[src/hw/rtl/wca_pkg.sv]
// shared types and constants for the waveform covariance accumulator
// no dependencies; imported by every module of the block
package wca_pkg;

  localparam int CHANNELS    = 4;
  localparam int SAMPLES     = 16;
  localparam int CH_W        = $clog2(CHANNELS);
  localparam int ROW_W       = $clog2(SAMPLES);
  localparam int ST_AW       = CH_W + ROW_W;
  localparam int CR_AW       = CH_W + 2 * ROW_W;
  localparam int CR_DEPTH    = 1 << CR_AW;
  localparam int ST_DEPTH    = 1 << ST_AW;
  localparam int QUEUE_DEPTH = 2;
  localparam int Q_AW        = $clog2(QUEUE_DEPTH);
  localparam int DIV_STEPS   = 32;
  localparam int DIV_CW      = $clog2(DIV_STEPS);

  typedef enum logic {
    REG_SCALE   = 1'b0,
    REG_SAMPLES = 1'b1
  } cfg_reg_e;

  typedef enum logic {
    FUNC_ACC  = 1'b0,
    FUNC_READ = 1'b1
  } func_e;

  typedef struct packed {
    logic               func;
    logic [1:0]         channel;
    logic [3:0]         position;
    logic signed [15:0] sample_value;
    logic [3:0]         col_position;
  } req_t;

  typedef struct packed {
    logic signed [31:0] mean_sum;
    logic signed [31:0] square_sum;
    logic signed [31:0] cross_sum;
    logic [31:0]        spike_count;
  } res_t;

  // classified command handed from front to back
  typedef struct packed {
    logic               is_read;
    logic               acc_ok;
    logic               last;
    logic               ch_ok;
    logic               row_ok;
    logic               pair_ok;
    logic [1:0]         ch;
    logic [3:0]         pos;
    logic [3:0]         r0;
    logic [3:0]         r1;
    logic signed [15:0] x;
    logic [15:0]        s;
    logic [31:0]        ss;
  } cmd_t;

  typedef struct packed {
    logic        start;
    logic [31:0] mag;
    logic [31:0] den;
    logic        neg;
  } div_req_t;

  typedef struct packed {
    logic               done;
    logic signed [31:0] quo;
  } div_rsp_t;

  typedef enum logic [2:0] {
    ST_CLEAR,
    ST_IDLE,
    ST_MUL,
    ST_DIV_GO,
    ST_DIV_WAIT,
    ST_FETCH,
    ST_OUT
  } back_state_e;

  typedef enum logic [1:0] {
    PH_MEAN,
    PH_SQUARE,
    PH_CROSS
  } phase_e;

endpackage

[src/hw/rtl/wca_front.sv]
// front end: configuration registers and request classification
// depends on wca_pkg
module wca_front import wca_pkg::*; (
  input  logic        clk_i,
  input  logic        rst_ni,
  input  logic        cfg_we_i,
  input  logic        cfg_idx_i,
  input  logic [15:0] cfg_data_i,
  input  req_t        req_i,
  output cmd_t        cmd_o
);

  logic [15:0] scale_q;
  logic [4:0]  samples_q;
  logic [15:0] s_eff;
  logic [4:0]  n_eff;
  logic        swap;

  always_ff @(posedge clk_i or negedge rst_ni) begin
    if (!rst_ni) begin
      scale_q   <= 16'd1;
      samples_q <= 5'd16;
    end else if (cfg_we_i) begin
      unique case (cfg_reg_e'(cfg_idx_i))
        REG_SCALE:   scale_q   <= cfg_data_i;
        REG_SAMPLES: samples_q <= cfg_data_i[4:0];
        default:     scale_q   <= scale_q;
      endcase
    end
  end

  always_comb begin
    s_eff = (scale_q == 16'd0) ? 16'd1 : scale_q;
    if (samples_q == 5'd0) begin
      n_eff = 5'd1;
    end else if (int'(samples_q) > SAMPLES) begin
      n_eff = 5'(SAMPLES);
    end else begin
      n_eff = samples_q;
    end
    swap          = req_i.position > req_i.col_position;
    cmd_o.is_read = (req_i.func == FUNC_READ);
    cmd_o.ch_ok   = int'(req_i.channel) < CHANNELS;
    cmd_o.acc_ok  = cmd_o.ch_ok && ({1'b0, req_i.position} < n_eff);
    cmd_o.last    = ({1'b0, req_i.position} == n_eff - 5'd1);
    cmd_o.row_ok  = int'(req_i.position) < SAMPLES;
    cmd_o.ch      = req_i.channel;
    cmd_o.pos     = req_i.position;
    if (cmd_o.is_read) begin
      cmd_o.r0 = swap ? req_i.col_position : req_i.position;
      cmd_o.r1 = swap ? req_i.position : req_i.col_position;
    end else begin
      cmd_o.r0 = req_i.position;
      cmd_o.r1 = req_i.position;
    end
    cmd_o.pair_ok = (int'(cmd_o.r0) < SAMPLES) && (int'(cmd_o.r1) < SAMPLES);
    cmd_o.x       = req_i.sample_value;
    cmd_o.s       = s_eff;
    cmd_o.ss      = s_eff * s_eff;
  end

endmodule

[config.mk]
export PLATFORM = sky130hd
export DESIGN_NAME = wca_front
export DESIGN_NICKNAME = d
export VERILOG_FILES = /design/src/hw/rtl/wca_pkg.sv /design/src/hw/rtl/wca_front.sv
export SDC_FILE = /design/constraint.sdc
export NUM_CORES = 1
export LEC_CHECK = 0
export ABC_AREA = 1
export BUFFER_PORTS_ARGS = -buffer_cell sky130_fd_sc_hd__buf_2
export CORE_MARGIN = 2
export CORE_UTILIZATION = 45
export DETAILED_ROUTE_END_ITERATION = 7
export GPL_TIMING_DRIVEN = 0
export PLACE_DENSITY = 0.71
export SLEW_MARGIN = 5
export SYNTH_ARGS = -nofsm -noshare
export SYNTH_HDL_FRONTEND = slang
export SYNTH_SLANG_ARGS = --single-unit
[constraint.sdc]
create_clock -name clk_i -period 15 [get_ports clk_i]
set_input_delay 0.75 -clock clk_i [delete_from_list [all_inputs] [get_ports clk_i]]
set_output_delay 0.75 -clock clk_i [all_outputs]
set_load 0.1 [all_outputs]
==> flow_summary_export.csv <==
group,metric,value,unit
logic_synthesis,synthFlopType,"sky130_fd_sc_hd__dfrtp_1",
logic_synthesis,yosys_register_bits,21,
layout,insertedDiodeCount,0,
status,run_status,"finished clean",
grt,grt_antenna_before_repair,0,
route,route.detailed.vias_per_inst,4.742,
logic_synthesis,post_synth_edffs,0,
floorplan,fp-row-count,53,
placed_design,detailed_place_hpwl,20180,um
logic_synthesis,synth_top_area_cell,"sky130_fd_sc_hd__fa_1",
clock_network,post_cts_repair_timing_setup_buffer_count,0,
flow_run,max-cap-violations,0,
floorplan,dieHeight,149.2,um
route,wl,23170,um
grt,grt_pass1_wl,38600,um
clock_network,clk_transition_reported_paths,0.06,ns
floorplan,design.die.area,22260,um^2
worst_setup_path,crit-reg2reg-capture,"scale_q[8]",
clock_network,clock-root-buffer,"sky130_fd_sc_hd__clkbuf_16",
floorplan,core_area,20890,um^2
grt,grt_util_all_layers,21.61,%
logic_synthesis,post_synth_instance_area,9488,um^2
logic_synthesis,yosysSeqAreaShare,5.565,%
route,number_of_iterations_in_the_first_detailed_routing_pass,7,
sta,post-route-min-period,7.848,ns
placed_design,port_buffers,108,
sta,final.period_utilization,52.32,%
grt,grt_remaining_overflow,0,
grt,largest_net_degree_at_the_start_of_global_routing,22,
clock_network,cts_inserted_buffers,3,
sta,fmaxAchievable,127.4,MHz
layout,mostFrequentLayoutCell,"sky130_fd_sc_hd__inv_1",
worst_setup_path,worst-r2r-cell-count,3,
floorplan,initial_core_util,45.42,%
route,postRouteAntennaNets,0,
layout,finalNetCount,1741,
sta,fin_setup_tns,0,ns
clock_network,htree_levels,1,
layout,final_layout_size_suffix_gt1_share,12.69,%
grt,grt_pass1_vias,8169,
worst_setup_path,cp.arrival,7.10,ns
sta,finClkSkew,0,ns
worst_setup_path,setup.reg_to_reg.worst_slack,13.60,ns
worst_hold_path,min-delay-path-class,"input pin to asynchronous set/reset pin",
layout,final_cell_mix,"380 x sky130_fd_sc_hd__inv_1, 348 x sky130_fd_sc_hd__nand2_1, 162 x sky130_fd_sc_hd__fa_1, 118 x sky130_fd_sc_hd__buf_2, 105 x sky130_fd_sc_hd__ha_1",
logic_synthesis,avg_cell_area_syn,7.232,um^2
worst_setup_path,endpoint_kind,"output port",
sta,rsz_0062_raised_after_global_routing,"false",
clock_network,cts.path.max_buffers,2,
logic_synthesis,number_of_instances_in_the_synthesized_netlist,1312,
sta,setup_viol_count_final,0,
clock_network,cts_resized,0,
route,route.vias.total,8066,
clock_network,cts.hold.buffers_added,0,
clock_network,insertion_delay,0.25,ns
logic_synthesis,ys_top_cells_by_area,"sky130_fd_sc_hd__fa_1 34%, sky130_fd_sc_hd__inv_1 15%, sky130_fd_sc_hd__ha_1 14%",
worst_setup_path,path_max_fanout,10,
route,avgRoutedWirePerCell,13.62,um
floorplan,die-width,149.2,um
sta,slew_viol_final,0,
floorplan,ioPinCount,131,
logic_synthesis,synthDominantCellAreaShare,34.18,%
worst_setup_path,worst_ep_required_time,14.25,ns
worst_setup_path,critical_path_start_type,"register",
logic_synthesis,ys_types,36,
clock_network,tritoncts_clock_tree,"built",
clock_network,cts.sink_count,21,
worst_setup_path,crit-reg2reg-launch,"scale_q[8]",
route,drcViolationCount,0,
logic_synthesis,synth-async-reset-ratio,100.0,%
sta,worst_slew_pin_slew,0.8131,ns
logic_synthesis,yosys_warnings,0,
sta,slew-limit-headroom,45.79,%
worst_setup_path,critical_setup_path_class,"register to output port",
layout,areaGrowthSynthToFinish,10.25,%
placed_design,gpl_wtd_cong,0.9419,
route,detailedRoute.firstIterationViolations,383,
sta,finalHoldViolations,0,
-- area by class of cell --
type	count	area, um^2
fillers	2061	10430
multi-input cells	829	7104
inverters	385	1445
repair buffers	108	540.5
flip-flops and latches	21	528.0
plain buffers	79	417.9
well taps	275	344.1
clock buffers	3	75.07
clock inverters	1	5.005
-- per-layer routing --
metal	up-vias	GRT usage, %	part of all wire (%)	wire length, um
met4	0	5.952	2.6	608
met2	287	36.57	47	10880
met5	-	0	0	0
li1	3971	-	-	-
met1	3759	29.00	43	9933
met3	49	3.150	7.5	1741
-- worst max path at each step --
stage	start	to	slack [ns]	cells after the start
2_1_floorplan	scale_q[7]	cmd_o[19]	7.30	18
3_3_place_gp	scale_q[7]	cmd_o[28]	7.60	21
6_report	scale_q[8]	cmd_o[28]	7.15	21
4_1_cts	scale_q[7]	cmd_o[28]	7.27	21
5_1_grt	scale_q[7]	cmd_o[31]	6.85	22
3_5_place_dp	scale_q[8]	cmd_o[28]	7.55	21
-- state kept, by name (all words and copies together) (netlist names) --
signal / flops
samples_q: 5
scale_q: 16
-- critical path, cell delays in order, from the launching register on --
cell and delay, ns:
sky130_fd_sc_hd__dfrtp_1 0.32, sky130_fd_sc_hd__clkbuf_1 0.61, sky130_fd_sc_hd__clkbuf_1 0.65, sky130_fd_sc_hd__nand2_1 0.26, sky130_fd_sc_hd__fa_1 0.58, sky130_fd_sc_hd__fa_1 0.52, sky130_fd_sc_hd__inv_1 0.05, sky130_fd_sc_hd__fa_1 0.55
sky130_fd_sc_hd__fa_1 0.44, sky130_fd_sc_hd__fa_1 0.54, sky130_fd_sc_hd__inv_1 0.05, sky130_fd_sc_hd__fa_1 0.53, sky130_fd_sc_hd__inv_1 0.04, sky130_fd_sc_hd__ha_1 0.37, sky130_fd_sc_hd__nand2_2 0.16, sky130_fd_sc_hd__inv_1 0.06
sky130_fd_sc_hd__a21oi_1 0.23, sky130_fd_sc_hd__nand2_1 0.12, sky130_fd_sc_hd__a21oi_1 0.17, sky130_fd_sc_hd__nand3_1 0.09, sky130_fd_sc_hd__nand2_1 0.07, sky130_fd_sc_hd__buf_2 0.42
-- per-stage QoR --
stage / area [um^2] / utilization [%] / setup slack [ns] / hold slack, ns / cells
floorplan: 9495 / - / 7.298 / 0.4479 / 1314
global placement: 10380 / 49.69 / 7.596 / 0.4696 / 1697
detailed placement: 10380 / 49.69 / 7.551 / 0.4855 / 1697
CTS: 10460 / 50.07 / 7.267 / 0.4605 / 1701
global route: 10460 / 50.07 / 6.845 / 0.4813 / 1701
finish: 10460 / 50.07 / 7.152 / 0.4431 / 1701
-- synthesized netlist by cell type, types with 2 or more instances --
cell type                    n
sky130_fd_sc_hd__xnor2_1     7
sky130_fd_sc_hd__a21boi_1    2
sky130_fd_sc_hd__nor2_1     43
sky130_fd_sc_hd__clkbuf_1   33
sky130_fd_sc_hd__and2_1      4
sky130_fd_sc_hd__inv_2       5
sky130_fd_sc_hd__dfstp_2     2
sky130_fd_sc_hd__fa_1      162
sky130_fd_sc_hd__o21bai_1    3
sky130_fd_sc_hd__nand3_1    34
sky130_fd_sc_hd__nand4_1    10
sky130_fd_sc_hd__xor2_1     18
sky130_fd_sc_hd__buf_4      29
sky130_fd_sc_hd__buf_2      10
sky130_fd_sc_hd__nor2_2      3
sky130_fd_sc_hd__nand2_2     7
sky130_fd_sc_hd__inv_1     380
sky130_fd_sc_hd__o21ai_0    23
sky130_fd_sc_hd__dfrtp_1    19
sky130_fd_sc_hd__nor3_1      4
sky130_fd_sc_hd__nor4_1      4
sky130_fd_sc_hd__buf_1       7
sky130_fd_sc_hd__nand2_1   348
sky130_fd_sc_hd__nor3_2      3
sky130_fd_sc_hd__mux2_2      6
sky130_fd_sc_hd__conb_1      2
sky130_fd_sc_hd__a21oi_1    29
sky130_fd_sc_hd__ha_1      105
sky130_fd_sc_hd__nor2_4      2
sky130_fd_sc_hd__nand3b_1    2
-- logic make-up (layout without fill, tap and decap cells) --
group / after synthesis / count (layout) / share of synthesized area, %
AO/OA/AOI/OAI: 61 / 61 / 3.455
XOR/XNOR: 25 / 25 / 2.308
adder cells (fa/ha/maj): 267 / 267 / 48.03
buffers and inverters: 464 / 576 / 19.64
flip-flops: 21 / 21 / 5.565
multiplexers: 6 / 6 / 0.7121
other: 2 / 4 / 0.07915
AND/OR/NAND/NOR: 466 / 466 / 20.22
Power is not shown: default switching activity piles up to over one toggle a cycle in this logic, so the estimate is an artifact.
