## src/hw/rtl/wca_pkg.sv

```systemverilog
// shared types and constants for the waveform covariance accumulator
// no dependencies; imported by every module of the block
package wca_pkg;

  localparam int CHANNELS    = 4;
  localparam int SAMPLES     = 16;
  localparam int CH_W        = $clog2(CHANNELS);
  localparam int ROW_W       = $clog2(SAMPLES);
  localparam int ST_AW       = CH_W + ROW_W;
  localparam int CR_AW       = CH_W + 2 * ROW_W;
  localparam int CR_DEPTH    = 1 << CR_AW;
  localparam int ST_DEPTH    = 1 << ST_AW;
  localparam int QUEUE_DEPTH = 2;
  localparam int Q_AW        = $clog2(QUEUE_DEPTH);
  localparam int DIV_STEPS   = 32;
  localparam int DIV_CW      = $clog2(DIV_STEPS);

  typedef enum logic {
    REG_SCALE   = 1'b0,
    REG_SAMPLES = 1'b1
  } cfg_reg_e;

  typedef enum logic {
    FUNC_ACC  = 1'b0,
    FUNC_READ = 1'b1
  } func_e;

  typedef struct packed {
    logic               func;
    logic [1:0]         channel;
    logic [3:0]         position;
    logic signed [15:0] sample_value;
    logic [3:0]         col_position;
  } req_t;

  typedef struct packed {
    logic signed [31:0] mean_sum;
    logic signed [31:0] square_sum;
    logic signed [31:0] cross_sum;
    logic [31:0]        spike_count;
  } res_t;

  // classified command handed from front to back
  typedef struct packed {
    logic               is_read;
    logic               acc_ok;
    logic               last;
    logic               ch_ok;
    logic               row_ok;
    logic               pair_ok;
    logic [1:0]         ch;
    logic [3:0]         pos;
    logic [3:0]         r0;
    logic [3:0]         r1;
    logic signed [15:0] x;
    logic [15:0]        s;
    logic [31:0]        ss;
  } cmd_t;

  typedef struct packed {
    logic        start;
    logic [31:0] mag;
    logic [31:0] den;
    logic        neg;
  } div_req_t;

  typedef struct packed {
    logic               done;
    logic signed [31:0] quo;
  } div_rsp_t;

  typedef enum logic [2:0] {
    ST_CLEAR,
    ST_IDLE,
    ST_MUL,
    ST_DIV_GO,
    ST_DIV_WAIT,
    ST_FETCH,
    ST_OUT
  } back_state_e;

  typedef enum logic [1:0] {
    PH_MEAN,
    PH_SQUARE,
    PH_CROSS
  } phase_e;

endpackage

```

## src/hw/rtl/wca_div.sv

```systemverilog
// restoring divider, one quotient bit per cycle, sign applied at the end
// depends on wca_pkg
module wca_div import wca_pkg::*; (
  input  logic     clk_i,
  input  logic     rst_ni,
  input  div_req_t req_i,
  output div_rsp_t rsp_o
);

  logic [32:0]       rem_q, rem_sh;
  logic [31:0]       quo_q, den_q;
  logic [DIV_CW-1:0] cnt_q;
  logic              run_q, done_q, neg_q;

  assign rem_sh     = {rem_q[31:0], quo_q[31]};
  assign rsp_o.done = done_q;
  assign rsp_o.quo  = neg_q ? -$signed(quo_q) : $signed(quo_q);

  always_ff @(posedge clk_i) begin
    if (req_i.start) begin
      rem_q <= '0;
      quo_q <= req_i.mag;
      den_q <= req_i.den;
      neg_q <= req_i.neg;
    end else if (run_q) begin
      if (rem_sh >= {1'b0, den_q}) begin
        rem_q <= rem_sh - {1'b0, den_q};
        quo_q <= {quo_q[30:0], 1'b1};
      end else begin
        rem_q <= rem_sh;
        quo_q <= {quo_q[30:0], 1'b0};
      end
    end
  end

  always_ff @(posedge clk_i or negedge rst_ni) begin
    if (!rst_ni) begin
      run_q  <= 1'b0;
      done_q <= 1'b0;
      cnt_q  <= '0;
    end else begin
      // pulse after the last quotient bit
      done_q <= !req_i.start && run_q && (int'(cnt_q) == DIV_STEPS - 1);
      if (req_i.start) begin
        run_q <= 1'b1;
        cnt_q <= '0;
      end else if (run_q) begin
        cnt_q <= cnt_q + 1'b1;
        if (int'(cnt_q) == DIV_STEPS - 1) begin
          run_q <= 1'b0;
        end
      end
    end
  end

endmodule

```

## config.mk

```make
export PLATFORM = sky130hd
export DESIGN_NAME = wca_div
export DESIGN_NICKNAME = d
export VERILOG_FILES = /design/src/hw/rtl/wca_pkg.sv /design/src/hw/rtl/wca_div.sv
export SDC_FILE = /design/constraint.sdc
export NUM_CORES = 1
export LEC_CHECK = 0
export BUFFER_PORTS_ARGS = -buffer_cell sky130_fd_sc_hd__buf_2
export CORE_MARGIN = 3
export CORE_UTILIZATION = 35
export DETAILED_ROUTE_END_ITERATION = 6
export GPL_TIMING_DRIVEN = 1
export PLACE_DENSITY = 0.51
export SLEW_MARGIN = 10
export SYNTH_ARGS = -nofsm -noshare
export SYNTH_HDL_FRONTEND = slang
export SYNTH_SLANG_ARGS = --single-unit
```

## constraint.sdc

```tcl
create_clock -name clk_i -period 3.5 [get_ports clk_i]
set_input_delay 0.875 -clock clk_i [delete_from_list [all_inputs] [get_ports clk_i]]
set_output_delay 0.875 -clock clk_i [all_outputs]
set_load 0.1 [all_outputs]
```

==> results of run 1 <==
==> cell families (layout without fill, tap and decap cells) <==
family                   Yosys count  in the layout
flip-flops                       104            104
XOR/XNOR                          58             58
AO/OA/AOI/OAI                    167            167
buffers and inverters             81            194
AND/OR/NAND/NOR                  194            194
multiplexers                      37             37
adder cells (fa/ha/maj)           36             36
==> worst paths after layout <==
kind	startpoint	to	slack, ns	cells after the start
setup / recovery	quo_q[1]	rsp_o[28]	-0.26	12
hold / removal	rst_ni	cnt_q[3]	0.35	1
setup reg to reg	quo_q[31]	rem_q[24]	0.46	11
hold reg to reg	rem_q[2]	rem_q[2]	0.50	2
max in group asynchronous	rst_ni	done_q	2.99	1
min in group clk_i	rem_q[2]	rem_q[2]	0.50	2
==> through the flow <==
step	utilization (%)	power, µW	hold slack (ns)	setup WS (ns)
2_1_floorplan	-	2290	0.461	-0.0594
3_3_place_gp	42.9	2630	0.478	-0.0417
3_5_place_dp	42.9	2640	0.492	-0.167
4_1_cts	45.6	3650	0.339	-0.271
5_1_grt	46.0	3770	0.352	-0.387
6_report	46.0	3610	0.354	-0.256
==> power groups by stage <==
stage	registers (µW)	clock network [µW]	logic (µW)
floorplan	1460	0	825
global placement	1480	0	1150
detailed placement	1490	0	1160
CTS	1470	1000	1180
global route	1480	1040	1250
finish	1470	956	1190
==> cell usage after synthesis, types with 6 or more instances <==
library cell / instances / area share (%)
a211oi_1: 9 / 1.0
nor2b_1: 7 / 0.66
ha_1: 35 / 6.6
nor2_1: 38 / 2.2
clkbuf_1: 17 / 0.96
a21oi_1: 26 / 2.0
inv_1: 45 / 2.6
xor2_1: 13 / 1.7
nor3_1: 14 / 1.1
xnor2_1: 45 / 6.0
nand4_1: 12 / 1.1
dfxtp_1: 32 / 9.7
buf_2: 14 / 1.1
nand3_1: 16 / 1.2
nand2b_1: 10 / 0.94
dfrtp_1: 7 / 2.6
a32oi_1: 11 / 1.5
a311oi_1: 11 / 1.5
o31ai_1: 11 / 1.2
mux2_2: 30 / 5.1
nand2_1: 62 / 3.5
o21ai_0: 41 / 3.1
a21o_1: 9 / 1.0
mux2i_1: 7 / 1.1
edfxtp_1: 65 / 29
o211ai_1: 8 / 0.91
o21bai_1: 6 / 0.68
==> layer usage <==
metal / vias to the layer above / routed length, µm / GRT usage [%]
met5: - / 0 / 0
met4: 0 / 157 / 3.72
met3: 10 / 655 / 2.93
met2: 102 / 7880 / 27.2
met1: 2545 / 7600 / 21.3
li1: 2711 / - / -
==> cell type report <==
class                           count  share of cell area (%)
Sequential cell                   104                    33.0
Clock buffer                       13                    3.10
Tap cell                          229                    3.41
Clock inverter                      3                   0.209
Timing Repair Buffer              133                    12.6
Multi-Input combinational cell    492                    45.7
Inverter                           45                    2.01
==> repair_timing <==
action | 4_1_cts | 5_1_grt
buffers inserted | 8 | 2
gates resized for setup | 41 | 11
endpoints found under the hold margin | 0 | 0
pin swaps | 13 | 8
setup endpoints to repair | 22 | 21
==> state kept, by name, summed over array words and instances (netlist names) <==
| signal | cells |
|---|---|
| quo_q | 32 |
| cnt_q | 5 |
| run_q | 1 |
| rem_q | 32 |
| done_q | 1 |
| neg_q | 1 |
| den_q | 32 |
==> run_results.csv, run 1 <==
group,metric,value,unit
run_status,status,"complete, but fails checks",
run_status,violations,"negative setup slack",
logic_synthesis,synth_compound_area_share,17.9,%
flow_run,max-cap-violations,0,
logic_synthesis,syn_area_per_cell,9.78,µm²
logic_synthesis,synth_warnings,0,
setup_path,crit_required,2.62,ns
placement,placed_area,7840,µm²
logic_synthesis,async_flop_share,6.73,%
setup_path,crit_buf_inv,3,
setup_path,crit_top_cell,"nor2b_4",
grt,grt_max_degree,48,
placement,gp_congestion,0.833,
cts,path_clk_slew,0.07,ns
logic_synthesis,synth.cell_area,6620,µm²
setup_path,worst-setup-path-type,"reg2out",
grt,grt.total_usage,16.0,%
cts,htreeDepth,3,
floorplanning,die_w,144,µm
setup_path,critPathMaxStageDelay,0.44,ns
logic_synthesis,synth_top_family_by_area,"compound AO/OA/AOI/OAI gates",
worst_hold_path,holdCritPathClass,"in2async",
cts,cts_buffers,9,
pwr,swShare,35.8,%
pwr,ir_drop,0.232,mV
setup_path,cp_max_fo,3,
placement,dp_hpwl,12200,µm
setup_path,start_kind,"flop",
pwr,switchingPower,1290,µW
logic_synthesis,synthAdderAreaFrac,6.91,%
cts,cts_tree,"done",
logic_synthesis,synth_simple_gate_area_share,14.6,%
cells_and_area,fillCellCount,1743,
logic_synthesis,syn_nets,781,
setup_path,cp_slowest_cell,"or4_4",
grt,grt_pass1_vias,5297,
pwr,combPwrFrac,32.9,%
floorplanning,core,18300,µm²
cells_and_area,fin_cells,1019,
sta,setup_viol,11,
pwr,seqPwrFrac,40.6,%
logic_synthesis,synth_edf_count,65,
cts,clk_path_buf_depth,2,
cells_and_area,nets,889,
cells_and_area,fin_area,8400,µm²
setup_path,critPathTopFamily,"simple AND/OR/NAND/NOR gates",
logic_synthesis,synthXorXnorAreaFrac,7.67,%
floorplanning,rows,49,
sta,clock.fmax,0.266,GHz
cts,root_buffer,"clkbuf_16",
cells_and_area,multi_input_area,3840,µm²
route,drc,0,
route,wl_per_cell,16.0,µm
logic_synthesis,synth_flop_cell,"edfxtp_1",
cells_and_area,diodes,0,
grt,gr-total-overflow,0,
pwr,internal_power,2320,µW
cells_and_area,seqCellArea,2770,µm²
logic_synthesis,yosysUniqueCellTypes,63,
route,drt_iter0_drc,252,
route,drtAntennaViolNets,0,
pwr,p_leak,0.00342,µW
logic_synthesis,ys_seq_area_share,41.8,%
route,wirelength,16300,µm
placement,portBuffers,100,
floorplanning,io-pin-count,101,
sta,fin_crit_sh,107,%
pwr,pwr_density_cell,430,nW/µm²
route,vias,5368,
floorplanning,die_height,144,µm
cts,cts.sinks,104,
cts,cts_hold_buffers,0,
pwr,pwr-share-clk,26.5,%
logic_synthesis,muxShareOfSynthArea,6.16,%
route,via_per_inst,5.27,
sta,hold_viol,0,
sta,setup_ws,-0.256,ns
sta,min_period,3.76,ns
logic_synthesis,syn_inst,677,
sta,slew_viol_final,0,
sta,finalClockSkew,0.00897,ns
floorplanning,initial_core_util,36.3,%
cts,clk-insertion-delay-late,0.35,ns
cells_and_area,final_common_cell,"buf_2",
setup_path,arrival,2.88,ns
logic_synthesis,ys_ff_latch,104,
sta,grt_setup_unrepaired,"true",
cells_and_area,area_growth,26.8,%
placement,placed_cells_incl_taps,994,
grt,grt_pass1_wl,26700,µm
sta,fin_tns_setup,-1.74,ns
grt,antenna_found_initial,0,
sta,worst_slew_pin_slew,0.991,ns
cells_and_area,layout_common_cells,"buf_2 (78), edfxtp_1 (65), nand2_1 (59), inv_1 (43), nor2_1 (37)",
setup_path,worstPathCellList,"inv_2 -> ha_4 -> nor2b_4 -> nand3_2 -> or4_4 -> or2_4 -> nor2b_4 -> nand3_4 -> o31ai_4 -> buf_4 -> xnor2_2 -> buf_12",
cells_and_area,drive_gt1_share,30.0,%
route,firstDrtPassIters,6,
setup_path,cp-end-kind,"output pin",
floorplanning,die_area,20600,µm²
sta,max_slew_margin,34.0,%
No activity file was read; power rests on OpenSTA's default activity.
==> run 2: changes to the inputs <==
- CORE_UTILIZATION: 35 -> 45
- PLACE_DENSITY: 0.51 -> 0.63
- TNS_END_PERCENT: unset -> 30
==> run 2 against run 1 <==
Compared with the run above:
- the flow still finishes with violations (negative setup slack)
- register-to-register slack worse by 0.02 ns
- fmax is 1.2% lower
- critical path depth stayed put
- sequential power hardly changed
- core utilization is 12 points higher
- flip-flop and latch count stayed put
- final cell count is 5.6% lower
- clock skew is 0.00055 ns higher
- worst setup slack worse by 0.045 ns
- sequential share of layout area is 0.72 points higher
- critical path type unchanged
- critical endpoint unchanged
- largest power group unchanged
==> run_results.csv, run 2 (same netlist as run 1, synthesis figures left out) <==
group,metric,value,unit
floorplanning,rows,43,
placement,pre_cts_ws,-0.102,ns
route,wl_per_cell,16.3,µm
sta,slew_viol_final,0,
route,drt_iter0_drc,232,
pwr,ir_drop,0.294,mV
cells_and_area,layout_common_cells,"buf_2 (78), edfxtp_1 (65), nand2_1 (61), inv_1 (43)",
sta,setup_ws,-0.301,ns
setup_path,crit_top_cell,"nor2b_4",
sta,setup_viol,17,
setup_path,path_depth,12,
sta,fin_crit_sh,109,%
sta,hold_viol,0,
pwr,p_leak,0.00335,µW
placement,placed_area,7670,µm²
cts,root_buffer,"clkbuf_16",
cts,clk_path_buf_depth,2,
cells_and_area,largestRegisters,"den_q x32, quo_q x32, rem_q x32",
sta,grt_setup_unrepaired,"true",
cells_and_area,diodes,0,
cts,htreeDepth,3,
route,wirelength,15700,µm
cells_and_area,fin_area,8220,µm²
setup_path,cp_max_fo,3,
route,drtAntennaViolNets,0,
cells_and_area,fillCellCount,1184,
setup_path,critPathMaxStageDelay,0.44,ns
setup_path,start_kind,"flop",
placement,dp_hpwl,11500,µm
setup_path,arrival,2.93,ns
setup_path,cp-end-kind,"output pin",
cts,cts_buffers,9,
sta,finalClockSkew,0.00952,ns
sta,min_period,3.80,ns
route,drc,0,
cells_and_area,final_common_cell,"buf_2",
grt,grt_max_degree,48,
sta,clock.fmax,0.263,GHz
grt,grt_pass1_vias,5364,
setup_path,worstPathCellList,"inv_2 -> ha_4 -> nor2b_4 -> nand3_2 -> or4_4 -> or2_4 -> nor2b_4 -> nand3_4 -> o31ai_2 -> buf_4 -> xnor2_4 -> buf_12",
floorplanning,initial_core_util,46.8,%
setup_path,worst-setup-path-type,"reg2out",
floorplanning,io-pin-count,101,
grt,gr-total-overflow,0,
cells_and_area,area_growth,24.1,%
cts,path_clk_slew,0.07,ns
sta,max_slew_margin,20.7,%
grt,antenna_found_initial,1,
pwr,pwr_density_cell,447,nW/µm²
cts,clk-insertion-delay-late,0.36,ns
route,via_per_inst,5.65,
sta,worst_slew_pin_slew,1.19,ns
cells_and_area,fin_cells,962,
worst_hold_path,holdCritPathClass,"in2async",
floorplanning,die_height,127,µm
floorplanning,die_w,127,µm
cells_and_area,drive_gt1_share,27.7,%
route,firstDrtPassIters,4,
grt,grt.total_usage,19.4,%
placement,gp_congestion,0.893,
placement,placed_cells_incl_taps,940,
placement,portBuffers,100,
setup_path,crit_required,2.62,ns
setup_path,cp_slowest_cell,"or4_4",
cells_and_area,final_util,58.1,%
floorplanning,die_area,16200,µm²
floorplanning,core,14100,µm²
cells_and_area,nets,881,
grt,grt_pass1_wl,25700,µm
run_status,violations,"negative setup slack",
setup_path,crit_buf_inv,3,
setup_path,critPathTopFamily,"simple AND/OR/NAND/NOR gates",
cts,cts.sinks,104,
setup_path,r2r_cells,11,
route,vias,5435,
cts,cts_tree,"done",
run_status,status,"complete, but fails checks",
flow_run,max-cap-violations,0,
==> run 2: cell types whose count changed in the layout (fill, tap and decap cells not counted), moves of 3 or more <==
cell,change
buf_4,-8
xnor2_1,+8
o31ai_2,+3
xnor2_2,-9
clkinv_4,+3
==> run 2: worst paths after layout <==
| path | from | endpoint | slack (ns) |
|---|---|---|---|
| hold / removal | rst_ni | run_q | 0.33 |
| max in group asynchronous | rst_ni | cnt_q[3] | 3.01 |
| hold reg to reg | rem_q[8] | rem_q[9] | 0.51 |
| setup / recovery | quo_q[0] | rsp_o[28] | -0.30 |
| min in group clk_i | rem_q[8] | rem_q[9] | 0.51 |
| setup reg to reg | quo_q[31] | rem_q[24] | 0.44 |
==> run 2: worst reg2reg max path, stage by stage (launching register included) <==
cell and delay, ns:
edfxtp_1 0.45, inv_1 0.11, ha_1 0.20, fa_1 0.20, nand2b_1 0.17, a21oi_1 0.12, a32o_1 0.27, a311oi_2 0.41
o221ai_1 0.31, a221oi_1 0.44, xor2_1 0.19, o21ai_1 0.07
==> run 2: per-stage QoR <==
stage | power (µW) | hold WS, ns | setup TNS [ns]
2_1_floorplan | 2270 | 0.461 | -1.24
3_3_place_gp | 2600 | 0.475 | -0.0514
3_5_place_dp | 2620 | 0.489 | -0.210
4_1_cts | 3690 | 0.322 | -1.97
5_1_grt | 3810 | 0.330 | -4.77
6_report | 3670 | 0.330 | -2.43
==> run 2: cell type report <==
class / count / area, µm² / area share [%]
Sequential cell: 104 / 2770 / 33.7
Tap cell: 180 / 225 / 2.74
Clock inverter: 7 / 78.8 / 0.959
Multi-Input combinational cell: 492 / 3740 / 45.5
Clock buffer: 9 / 225 / 2.74
Inverter: 45 / 169 / 2.06
Timing Repair Buffer: 125 / 1010 / 12.3
==> run 2: power breakdown <==
group / switching, µW / internal, µW
clock: 473 / 562
sequential: 78.3 / 1390
combinational: 768 / 403
total: 1320 / 2350
==> run 2: what timing repair did <==
| item | CTS | global route |
|---|---|---|
| endpoints found under the hold margin | 0 | 0 |
| buffers inserted | 5 | 2 |
| pin swaps | 6 | 9 |
| resized for setup | 24 | 18 |
| hold buffers | 0 | 0 |
| gates cloned | 0 | 0 |
| setup endpoints to repair | 19 | 21 |
==> run 2: per-layer routing <==
metal  part of all wire [%]  track usage (%)
met1                     44             24.1
met2                     49             33.1
met3                    5.4             5.31
met4                    1.8             5.62
met5                  0.045                0
