**src/hw/rtl/wca_pkg.sv**
```systemverilog
// shared types and constants for the waveform covariance accumulator
// no dependencies; imported by every module of the block
package wca_pkg;

  localparam int CHANNELS    = 4;
  localparam int SAMPLES     = 16;
  localparam int CH_W        = $clog2(CHANNELS);
  localparam int ROW_W       = $clog2(SAMPLES);
  localparam int ST_AW       = CH_W + ROW_W;
  localparam int CR_AW       = CH_W + 2 * ROW_W;
  localparam int CR_DEPTH    = 1 << CR_AW;
  localparam int ST_DEPTH    = 1 << ST_AW;
  localparam int QUEUE_DEPTH = 2;
  localparam int Q_AW        = $clog2(QUEUE_DEPTH);
  localparam int DIV_STEPS   = 32;
  localparam int DIV_CW      = $clog2(DIV_STEPS);

  typedef enum logic {
    REG_SCALE   = 1'b0,
    REG_SAMPLES = 1'b1
  } cfg_reg_e;

  typedef enum logic {
    FUNC_ACC  = 1'b0,
    FUNC_READ = 1'b1
  } func_e;

  typedef struct packed {
    logic               func;
    logic [1:0]         channel;
    logic [3:0]         position;
    logic signed [15:0] sample_value;
    logic [3:0]         col_position;
  } req_t;

  typedef struct packed {
    logic signed [31:0] mean_sum;
    logic signed [31:0] square_sum;
    logic signed [31:0] cross_sum;
    logic [31:0]        spike_count;
  } res_t;

  // classified command handed from front to back
  typedef struct packed {
    logic               is_read;
    logic               acc_ok;
    logic               last;
    logic               ch_ok;
    logic               row_ok;
    logic               pair_ok;
    logic [1:0]         ch;
    logic [3:0]         pos;
    logic [3:0]         r0;
    logic [3:0]         r1;
    logic signed [15:0] x;
    logic [15:0]        s;
    logic [31:0]        ss;
  } cmd_t;

  typedef struct packed {
    logic        start;
    logic [31:0] mag;
    logic [31:0] den;
    logic        neg;
  } div_req_t;

  typedef struct packed {
    logic               done;
    logic signed [31:0] quo;
  } div_rsp_t;

  typedef enum logic [2:0] {
    ST_CLEAR,
    ST_IDLE,
    ST_MUL,
    ST_DIV_GO,
    ST_DIV_WAIT,
    ST_FETCH,
    ST_OUT
  } back_state_e;

  typedef enum logic [1:0] {
    PH_MEAN,
    PH_SQUARE,
    PH_CROSS
  } phase_e;

endpackage

```
**src/hw/rtl/wca_fifo.sv**
```systemverilog
// short command queue between front and back
// depends on wca_pkg
module wca_fifo import wca_pkg::*; (
  input  logic clk_i,
  input  logic rst_ni,
  input  logic push_i,
  input  cmd_t data_i,
  input  logic pop_i,
  output cmd_t data_o,
  output logic empty_o,
  output logic full_o
);

  cmd_t          mem_q [QUEUE_DEPTH];
  logic [Q_AW-1:0] wr_q, rd_q;
  logic [Q_AW:0]   cnt_q;

  assign data_o  = mem_q[rd_q];
  assign empty_o = (cnt_q == '0);
  assign full_o  = (int'(cnt_q) == QUEUE_DEPTH);

  always_ff @(posedge clk_i) begin
    if (push_i) begin
      mem_q[wr_q] <= data_i;
    end
  end

  always_ff @(posedge clk_i or negedge rst_ni) begin
    if (!rst_ni) begin
      wr_q  <= '0;
      rd_q  <= '0;
      cnt_q <= '0;
    end else begin
      if (push_i) begin
        wr_q <= (int'(wr_q) == QUEUE_DEPTH - 1) ? '0 : wr_q + 1'b1;
      end
      if (pop_i) begin
        rd_q <= (int'(rd_q) == QUEUE_DEPTH - 1) ? '0 : rd_q + 1'b1;
      end
      cnt_q <= cnt_q + (Q_AW + 1)'(push_i) - (Q_AW + 1)'(pop_i);
    end
  end

endmodule

```
**config.mk**
```make
export PLATFORM = sky130hd
export DESIGN_NAME = wca_fifo
export DESIGN_NICKNAME = d
export VERILOG_FILES = /design/src/hw/rtl/wca_pkg.sv /design/src/hw/rtl/wca_fifo.sv
export SDC_FILE = /design/constraint.sdc
export NUM_CORES = 1
export LEC_CHECK = 0
export BUFFER_PORTS_ARGS = -buffer_cell sky130_fd_sc_hd__buf_2
export CORE_MARGIN = 8
export CORE_UTILIZATION = 45
export DETAILED_ROUTE_END_ITERATION = 8
export GPL_TIMING_DRIVEN = 0
export HOLD_SLACK_MARGIN = 0.05
export PLACE_DENSITY = 0.7
export SLEW_MARGIN = 40
export SYNTH_ARGS = -nofsm -noshare
export SYNTH_HDL_FRONTEND = slang
export SYNTH_SLANG_ARGS = --single-unit
```
**constraint.sdc**
```tcl
create_clock -name clk_i -period 8.9 [get_ports clk_i]
set_clock_uncertainty 0.05 [all_clocks]
set_input_delay 0.89 -clock clk_i [delete_from_list [all_inputs] [get_ports clk_i]]
set_output_delay 0.89 -clock clk_i [all_outputs]
set_load 0.01 [all_outputs]
```
==> flow_metrics.tcl, run 1 <==
set metrics [dict create \
    yosysMostFrequentCell "edfxtp_1" \
    vdd_drop_max_uv 150 \
    place_congestion 0.666 \
    cts_setup_buffers 0 \
    cts.sinks 172 \
    synth_seq_cells 172 \
    n_fill_cell 1057 \
    synth_edf_count 168 \
    drv_cap 0 \
    busiest_layer "met2" \
    vias_per_cell 4.77 \
    grt_use_met3_pct 5.24 \
    ant_nets 0 \
    syn_area_sq_mm 0.00627 \
    initial_core_util_pct 45.7 \
    stdcell_count 668 \
    p_per_area_mw_per_mm2 314 \
    min_period_ns 2.63 \
    cts_hold_buffers 0 \
    regArea_sq_mm 0.00514 \
    cts_resized 0 \
    synth_area_leader_cell "edfxtp_1" \
    worstMarginPinSlew_ns 0.438 \
    grtUsageTotal_pct 13.6 \
    rows 43 \
    antenna_found_initial 0 \
    die_x_um 134 \
    critPathCaptureType "primary output" \
    cellLeakagePower_nw 3.09 \
    setup_tns_ns 0 \
    dp_cells 636 \
    setup_viol_count_final 0 \
    synthTopCellsByCount "edfxtp_1, mux2_1, mux2_2" \
    cp_max_fo 10 \
    fmax_ghz 0.380 \
    wl_per_cell_um 18.0 \
    ios 174 \
    ys_seq_area_share_pct 82.1 \
    overflow 0 \
    slew_headroom_pct 70.7 \
    drt_iter0_drc 158 \
    die_h_um 134 \
    fp.dieArea_sq_mm 0.0180 \
    cts_tree "built" \
    cts_buffer_depth 2 \
    grt_start_max_net_pins 40 \
    met1_usage_pct 14.7 \
    portBuffers 173 \
    startpoint_type "flop" \
    synthArstFlopShare_pct 2.33 \
    critPathKind "reg -> out" \
    dr.pass1.iters 4 \
    root_buffer "clkbuf_16" \
    cp.arrival_ns 1.69 \
    fin_nets 565 \
    synth.distinct_cells 14 \
    grt_pass1_wl_um 18700 \
    hold_viol 0 \
    clk_pin_slew_ns 0.06 \
    multi_input_area_sq_mm 0.00104 \
    status "completed" \
    syn_inst 276 \
    route.detailed.drc 0 \
    clkLatencyLatePin_ns 0.40 \
    cts-buffers-inserted 17 \
    diodes 0 \
    slew_violations 0 \
    area_growth_syn_to_layout_pct 28.9 \
    synth.top_cell.area_share_pct 80.5 \
    use_met2_pct 23.3 \
    ctsHtreeMaxLevel 4 \
    via_count 3189 \
    grt_pass1_vias 3636 \
    rsz0062_at_grt "false" \
    min_path_type "in -> async" \
    synth.area.top_cells "edfxtp_1, mux2_1, mux2_2" \
    coreArea_sq_mm 0.0137 \
    required_ns 7.96 \
    finalCritPeriodShare_pct 29.6 \
    synth_fp_nets 366 \
    layout-drive-gt1-share_pct 50.6 \
    syn_area_per_cell_sq_um 22.7 \
    dp_hpwl_um 8550 \
    synth_flop_cell "edfxtp_1" \
    yosys_warnings 0 \
    wirelength_um 12000 \
]
==> worst paths after layout <==
kind / startpoint / endpoint / slack [ns] / cells after the start
max: rd_q / data_o[38] / 6.27 / 4
min: rst_ni / cnt_q[1] / 0.22 / 1
max reg2reg: wr_q / mem_q[0][67] / 7.18 / 4
min reg2reg: wr_q / wr_q / 0.51 / 1
max in group asynchronous: rst_ni / wr_q / 8.45 / 1
min in group clk_i: wr_q / wr_q / 0.51 / 1
==> state kept, by name, indices dropped and copies added, names as in the netlist <==
register / count
mem_q: 168
cnt_q: 2
rd_q: 1
wr_q: 1
==> worst max-delay path: stages, from the launching register on <==
cell and delay (ns):
dfrtp_1 0.37, buf_4 0.23, buf_6 0.19, mux2_1 0.35
buf_2 0.15
==> cells by family (layout without fill, tap and decap cells) <==
| group | Yosys count | after routing | synth area share [%] |
|---|---|---|---|
| buffers and inverters | 11 | 223 | 1.38 |
| XOR/XNOR | 3 | 3 | 0.659 |
| AND/OR/NAND/NOR | 4 | 4 | 0.359 |
| multiplexers | 84 | 84 | 15.1 |
| adder cells (fa/ha/maj) | 2 | 2 | 0.399 |
| flip-flops | 172 | 172 | 82.1 |
==> cell type report <==
class                   count  share of cell area, %
flip-flops and latches    172                   63.7
well taps                 180                   2.79
clock inverters             9                   1.19
multi-input cells          93                   12.9
inverters                   2                 0.0930
repair buffers            180                   12.8
clock buffers              23                   5.55
plain buffers               9                  0.976
==> per-layer routing <==
metal | part of all wire, % | routed length [um]
met4 | 1.8 | 215
met3 | 7.5 | 900
met5 | 0 | 0
met2 | 51 | 6140
met1 | 40 | 4790
==> report_power, final <==
part / internal [mW] / switching, mW / leakage (nW)
Sequential: 1.07 / 0.0370 / 1.62
Combinational: 0.349 / 0.393 / 1.20
Clock: 0.409 / 0.271 / 0.259
Total: 1.83 / 0.701 / 3.09
==> stage by stage <==
stage	utilization [%]	power (mW)	hold WS [ns]	cell area, sq um	setup WS (ns)
after floorplan	-	1.57	0.403	6270	3.75
after global placement	53.6	1.85	0.417	7360	1.52
after detailed placement	54.9	1.89	0.501	7530	6.52
after CTS	58.9	2.57	0.201	8080	6.21
after global routing	58.9	2.66	0.200	8080	6.16
final	58.9	2.53	0.224	8080	6.27
==> layout by cell type (no fill, tap or decap) <==
| cell | n |
|---|---|
| bufinv_16 | 2 |
| and2_4 | 1 |
| clkinvlp_4 | 1 |
| mux2_1 | 50 |
| dfrtp_1 | 4 |
| inv_1 | 2 |
| edfxtp_1 | 168 |
| xor2_1 | 2 |
| clkbuf_1 | 6 |
| mux2_2 | 34 |
| clkinv_4 | 1 |
| xor3_1 | 1 |
| ha_1 | 2 |
| buf_16 | 4 |
| buf_12 | 2 |
| buf_4 | 1 |
| clkinv_2 | 1 |
| nor2b_1 | 1 |
| nor2b_4 | 1 |
| buf_6 | 5 |
| buf_8 | 1 |
| clkbuf_16 | 17 |
| buf_2 | 176 |
| nor2_1 | 1 |
| clkinv_1 | 4 |
Power figures use the tool's default switching activity.
==> run 2: changes to the inputs <==
Settings changed: PLACE_DENSITY 0.7 to 0.73.
Clock period 8.9 ns to 2.2 ns, I/O delays scaled along.
==> run 2 against run 1 <==
Net effect: final area rose by 11%; sequential cell count did not move; count of clock-buffer cells in the layout fell by 3; die area did not move; setup slack got worse by 6.1 ns; combinational power rose to 4.2 times the previous value; register-to-register slack got worse by 6.6 ns; routed wire length rose by 6.6%; clock power rose to 4.4 times the previous value; final cell count rose by 13%; critical path type unchanged; global-route usage rose by 1.1 points.
==> flow_metrics.tcl, run 2 (synthesis gave the netlist of run 1 again) <==
set metrics [dict create \
    ios 174 \
    rsz0062_at_grt "false" \
    final_util_pct 65.5 \
    route.detailed.drc 0 \
    critPathMaxStageDelay_ns 0.39 \
    cp.arrival_ns 1.73 \
    cts_resized 0 \
    required_ns 1.93 \
    n_fill_cell 958 \
    rows 43 \
    grt_start_max_net_pins 34 \
    dp_hpwl_um 8610 \
    initial_core_util_pct 45.7 \
    wirelength_um 12800 \
    finalCritPeriodShare_pct 91.1 \
    sw_frac_of_total_pct 27.4 \
    min_path_type "in -> async" \
    grt_pass1_vias 3953 \
    layout_commonest_cell "buf_2" \
    grtUsageTotal_pct 14.7 \
    r2r_slack_ns 0.54 \
    via_count 3532 \
    ctsHtreeMaxLevel 4 \
    critPathCaptureType "primary output" \
    grt_pass1_wl_um 20400 \
    wl_met3_um 893 \
    hold_viol 0 \
    status "completed" \
    clkLatencyLatePin_ns 0.40 \
    drt_iter0_drc 150 \
    wl_per_cell_um 17.0 \
    startpoint_type "flop" \
    fmax_ghz 0.499 \
    r2r_cells 4 \
    die_h_um 134 \
    crit_start "rd_q" \
    critPathKind "reg -> out" \
    antenna_found_initial 0 \
    rr_endpoint "mem_q[0][26]" \
    root_buffer "clkbuf_16" \
    dpl-instance-area_sq_mm 0.00751 \
    layout-drive-gt1-share_pct 43.8 \
    critical_path.top_delay_family "buffers and inverters" \
    worstMarginPinSlew_ns 0.367 \
    cts_tree "built" \
    regMostFlops "mem_q" \
    vdd_drop_max_uv 677 \
    min_period_ns 2.00 \
    cts.sinks 172 \
    diodes 0 \
    place_congestion 0.671 \
    crit_buf_inv 3 \
    clockPowerShare_pct 28.5 \
    sequentialPowerShare_pct 42.3 \
    path_depth 4 \
    cellLeakagePower_nw 3.47 \
    netSwitchingPower_mw 2.91 \
    fin_nets 652 \
    clk_pin_slew_ns 0.06 \
    p_per_area_mw_per_mm2 1180 \
    internal-power_mw 7.72 \
    fp.dieArea_sq_mm 0.0180 \
    coreArea_sq_mm 0.0137 \
    wl_met1_um 5090 \
    cts_buffer_depth 2 \
    slew_violations 0 \
    portBuffers 173 \
    dr_wl_met2_um 6630 \
    crit_chain "buf_4 > buf_6 > mux2_1 > buf_2" \
    reg2reg_from "wr_q" \
    die_x_um 134 \
    slew_headroom_pct 75.6 \
    setup_viol_count_final 0 \
    dr.pass1.iters 5 \
    top_layer_used "met4" \
    largestRegisters "mem_q (168), cnt_q (2)" \
    fin_area_sq_mm 0.00898 \
    p_comb_share_pct 29.3 \
    ant_nets 0 \
    largest_register_ffs 168 \
    critPathCapture "data_o[36]" \
    area_growth_syn_to_layout_pct 43.4 \
    vias_per_cell 4.68 \
    mostFrequentLayoutCells "buf_2, edfxtp_1, dlygate4sd3_1" \
    cp_max_fo 10 \
    drv_cap 0 \
    slowest_stage "dfrtp_1" \
    cts-buffers-inserted 17 \
    overflow 0 \
]
-- run 2: changes by cell type in the layout (fill, tap and decap cells not counted), sizes merged --
cell / previous run / this run
bufinv: 2 / 4
clkbuf: 23 / 20
clkinv: 6 / 5
clkinvlp: 1 / 2
dlygate4sd3: 0 / 87
inv: 2 / 3
-- run 2: layer usage --
metal	GRT usage [%]	vias up
met5	0	-
met4	5.74	0
met3	5.24	15
met2	25.3	131
met1	16.4	1716
li1	-	1670
-- run 2: what timing repair did --
item	CTS	global route
endpoints found under the hold margin	175	0
buffers inserted	0	0
hold buffers	87	0
-- run 2: area by class of cell --
class | count | area [sq um] | area share, %
Buffer | 9 | 78.8 | 0.877
Clock buffer | 20 | 437 | 4.86
Clock inverter | 12 | 170 | 1.89
Inverter | 2 | 7.51 | 0.0836
Multi-Input combinational cell | 93 | 1040 | 11.6
Sequential cell | 172 | 5140 | 57.3
Tap cell | 180 | 225 | 2.51
Timing Repair Buffer | 267 | 1880 | 20.9
-- run 2: worst min-delay path by stage --
stage                start       end  cells after the start
detailed placement  rst_ni  cnt_q[0]                      1
global route        rst_ni  cnt_q[0]                      2
finish              rst_ni  cnt_q[0]                      2
CTS                 rst_ni  cnt_q[0]                      2
global placement    rst_ni  cnt_q[0]                      1
floorplan           rst_ni  cnt_q[0]                      0
-- run 2: through the flow --
stage	setup WS, ns	hold WS [ns]	setup TNS (ns)	std cells	power, mW
final	0.196	0.0997	0	755	10.6
after global routing	0.0916	0.0904	0	755	11.1
after CTS	0.142	0.0876	0	755	10.8
after detailed placement	0.513	-0.0187	0	636	7.60
after global placement	-0.595	-0.0198	-76.11	629	7.41
after floorplan	0.0570	-0.126	0	276	6.30
-- run 2: power by group through the flow --
stage          combinational (mW)  clock, mW  sequential (mW)
5_1_grt                      3.37       3.21             4.55
6_report                     3.11       3.02             4.49
3_3_place_gp                 2.84          0             4.57
3_5_place_dp                 3.04          0             4.57
4_1_cts                      3.18       3.10             4.50
2_1_floorplan                1.77          0             4.53
==> run 3: changes to the inputs <==
Settings changed: CTS_BUF_LIST set to sky130_fd_sc_hd__clkbuf_4.
==> run 3 against run 2 <==
Net effect: highest routed layer unchanged; via count is essentially flat; combinational power is essentially flat; first-iteration DRC count grew 9.3%; clock power shrank 36%; die area is the same; global-route usage is essentially flat; worst hold slack gained 0.26 ns; non-clock buffer count grew 1.
==> flow_metrics.tcl, run 3 (synthesis gave the netlist of run 1 again) <==
set metrics [dict create \
    status "completed" \
    critPathKind "reg -> out" \
    grt_pass1_wl_um 20200 \
    grtUsageTotal_pct 14.7 \
    internal-power_mw 6.78 \
    cts_tree "built" \
    final_util_pct 63.6 \
    wirelength_um 12800 \
    largestRegisters "mem_q (168), cnt_q (2)" \
    antenna_found_initial 1 \
    cts.sinks 172 \
    layout_commonest_cell "buf_2" \
    required_ns 1.93 \
    grt_pass1_vias 3899 \
    power_mw 9.55 \
    ctsHtreeMaxLevel 4 \
    ant_nets 0 \
    fin_nets 653 \
    layout-drive-gt1-share_pct 44.4 \
    place_ws_ns 0.513 \
    clockPowerShare_pct 20.1 \
    hold_slack_ns 0.355 \
    drt_iter0_drc 164 \
    p_per_area_mw_per_mm2 1090 \
    min_period_ns 2.06 \
    startpoint_type "flop" \
    rsz0062_at_grt "false" \
    overflow 0 \
    mostFrequentLayoutCells "buf_2, edfxtp_1, dlygate4sd3_1" \
    slew_violations 0 \
    root_buffer "clkbuf_4" \
    vdd_drop_max_uv 491 \
    portBuffers 173 \
    regMostFlops "mem_q" \
    cts_setup_buffers 0 \
    die_h_um 134 \
    grt_start_max_net_pins 34 \
    vias_per_cell 4.67 \
    initial_core_util_pct 45.7 \
    min_path_type "in -> reg" \
    sw_frac_of_total_pct 29.0 \
    setup_tns_ns 0 \
    die_x_um 134 \
    sequentialPowerShare_pct 47.0 \
    coreArea_sq_mm 0.0137 \
    p_comb_share_pct 32.9 \
    timing.final.ws_setup_ns 0.141 \
    ios 174 \
    critPathCaptureType "primary output" \
    wl_per_cell_um 16.8 \
    cp.arrival_ns 1.79 \
    hold_viol 0 \
    slew_headroom_pct 76.0 \
    dp_hpwl_um 8610 \
    worstMarginPinSlew_ns 0.360 \
    route.detailed.drc 0 \
    cp_max_fo 10 \
    drv_cap 0 \
    cellLeakagePower_nw 3.36 \
    fp.dieArea_sq_mm 0.0180 \
    place_congestion 0.671 \
    netSwitchingPower_mw 2.77 \
    finalCritPeriodShare_pct 93.6 \
    cts_buffer_depth 2 \
    dr.pass1.iters 6 \
    clkLatencyLatePin_ns 0.52 \
    area_growth_syn_to_layout_pct 39.3 \
    via_count 3533 \
    fmax_ghz 0.486 \
    rows 43 \
    clk_pin_slew_ns 0.13 \
    largest_register_ffs 168 \
    setup_viol_count_final 0 \
    cts-buffers-inserted 17 \
]
run 3: layout make-up:
| cell class | instances | area, sq um |
|---|---|---|
| Clock inverter | 12 | 170 |
| Inverter | 2 | 7.51 |
| Clock buffer | 20 | 150 |
| Buffer | 9 | 93.8 |
| Tap cell | 180 | 225 |
| Antenna cell | 1 | 2.50 |
| Multi-Input combinational cell | 93 | 1040 |
| Timing Repair Buffer | 268 | 1890 |
| Fill cell | 998 | 4990 |
| Sequential cell | 172 | 5150 |
run 3: per-stage QoR:
step                cells  area, sq um
global placement      629         7370
global route          757         8730
floorplan             276         6270
CTS                   756         8710
detailed placement    636         7510
finish                757         8730
run 3: final timing paths:
check,endpoint,cells after the start,slack (ns),start
worst max register to register,mem_q[0][26],4,0.52,wr_q
min in group asynchronous,cnt_q[0],3,0.53,rst_ni
max in group asynchronous,rd_q,3,1.40,rst_ni
worst min register to register,wr_q,1,0.51,wr_q
worst max-delay path,data_o[20],4,0.14,rd_q
worst min-delay path,mem_q[0][71],2,0.35,data_i[71]
run 3: critical path, stage by stage (launching register included):
cell     delay (ns)
dfrtp_2        0.46
buf_12         0.16
buf_6          0.15
mux2_1         0.34
buf_2          0.16
run 3: power by group through the flow:
stage          registers, mW  logic (mW)  clock network (mW)
6_report                4.49        3.14                1.92
5_1_grt                 4.55        3.40                2.10
4_1_cts                 4.49        3.19                2.00
3_5_place_dp            4.57        3.04                   0
3_3_place_gp            4.57        2.84                   0
2_1_floorplan           4.53        1.77                   0
run 3: routing by layer:
metal  global-route usage, %  part of all wire (%)  up-vias
li1                        -                     -     1678
met2                    25.2                    52      120
met5                       0                     0        -
met1                    15.8                    39     1717
met3                    5.98                   7.9       18
met4                    6.05                   1.9        0
run 3: what timing repair did:
| action | CTS | global route |
|---|---|---|
| hold buffers | 88 | 0 |
| endpoints found under the setup margin | 50 | 60 |
| gates resized for setup | 1 | 4 |
| endpoints found under the hold margin | 176 | 0 |
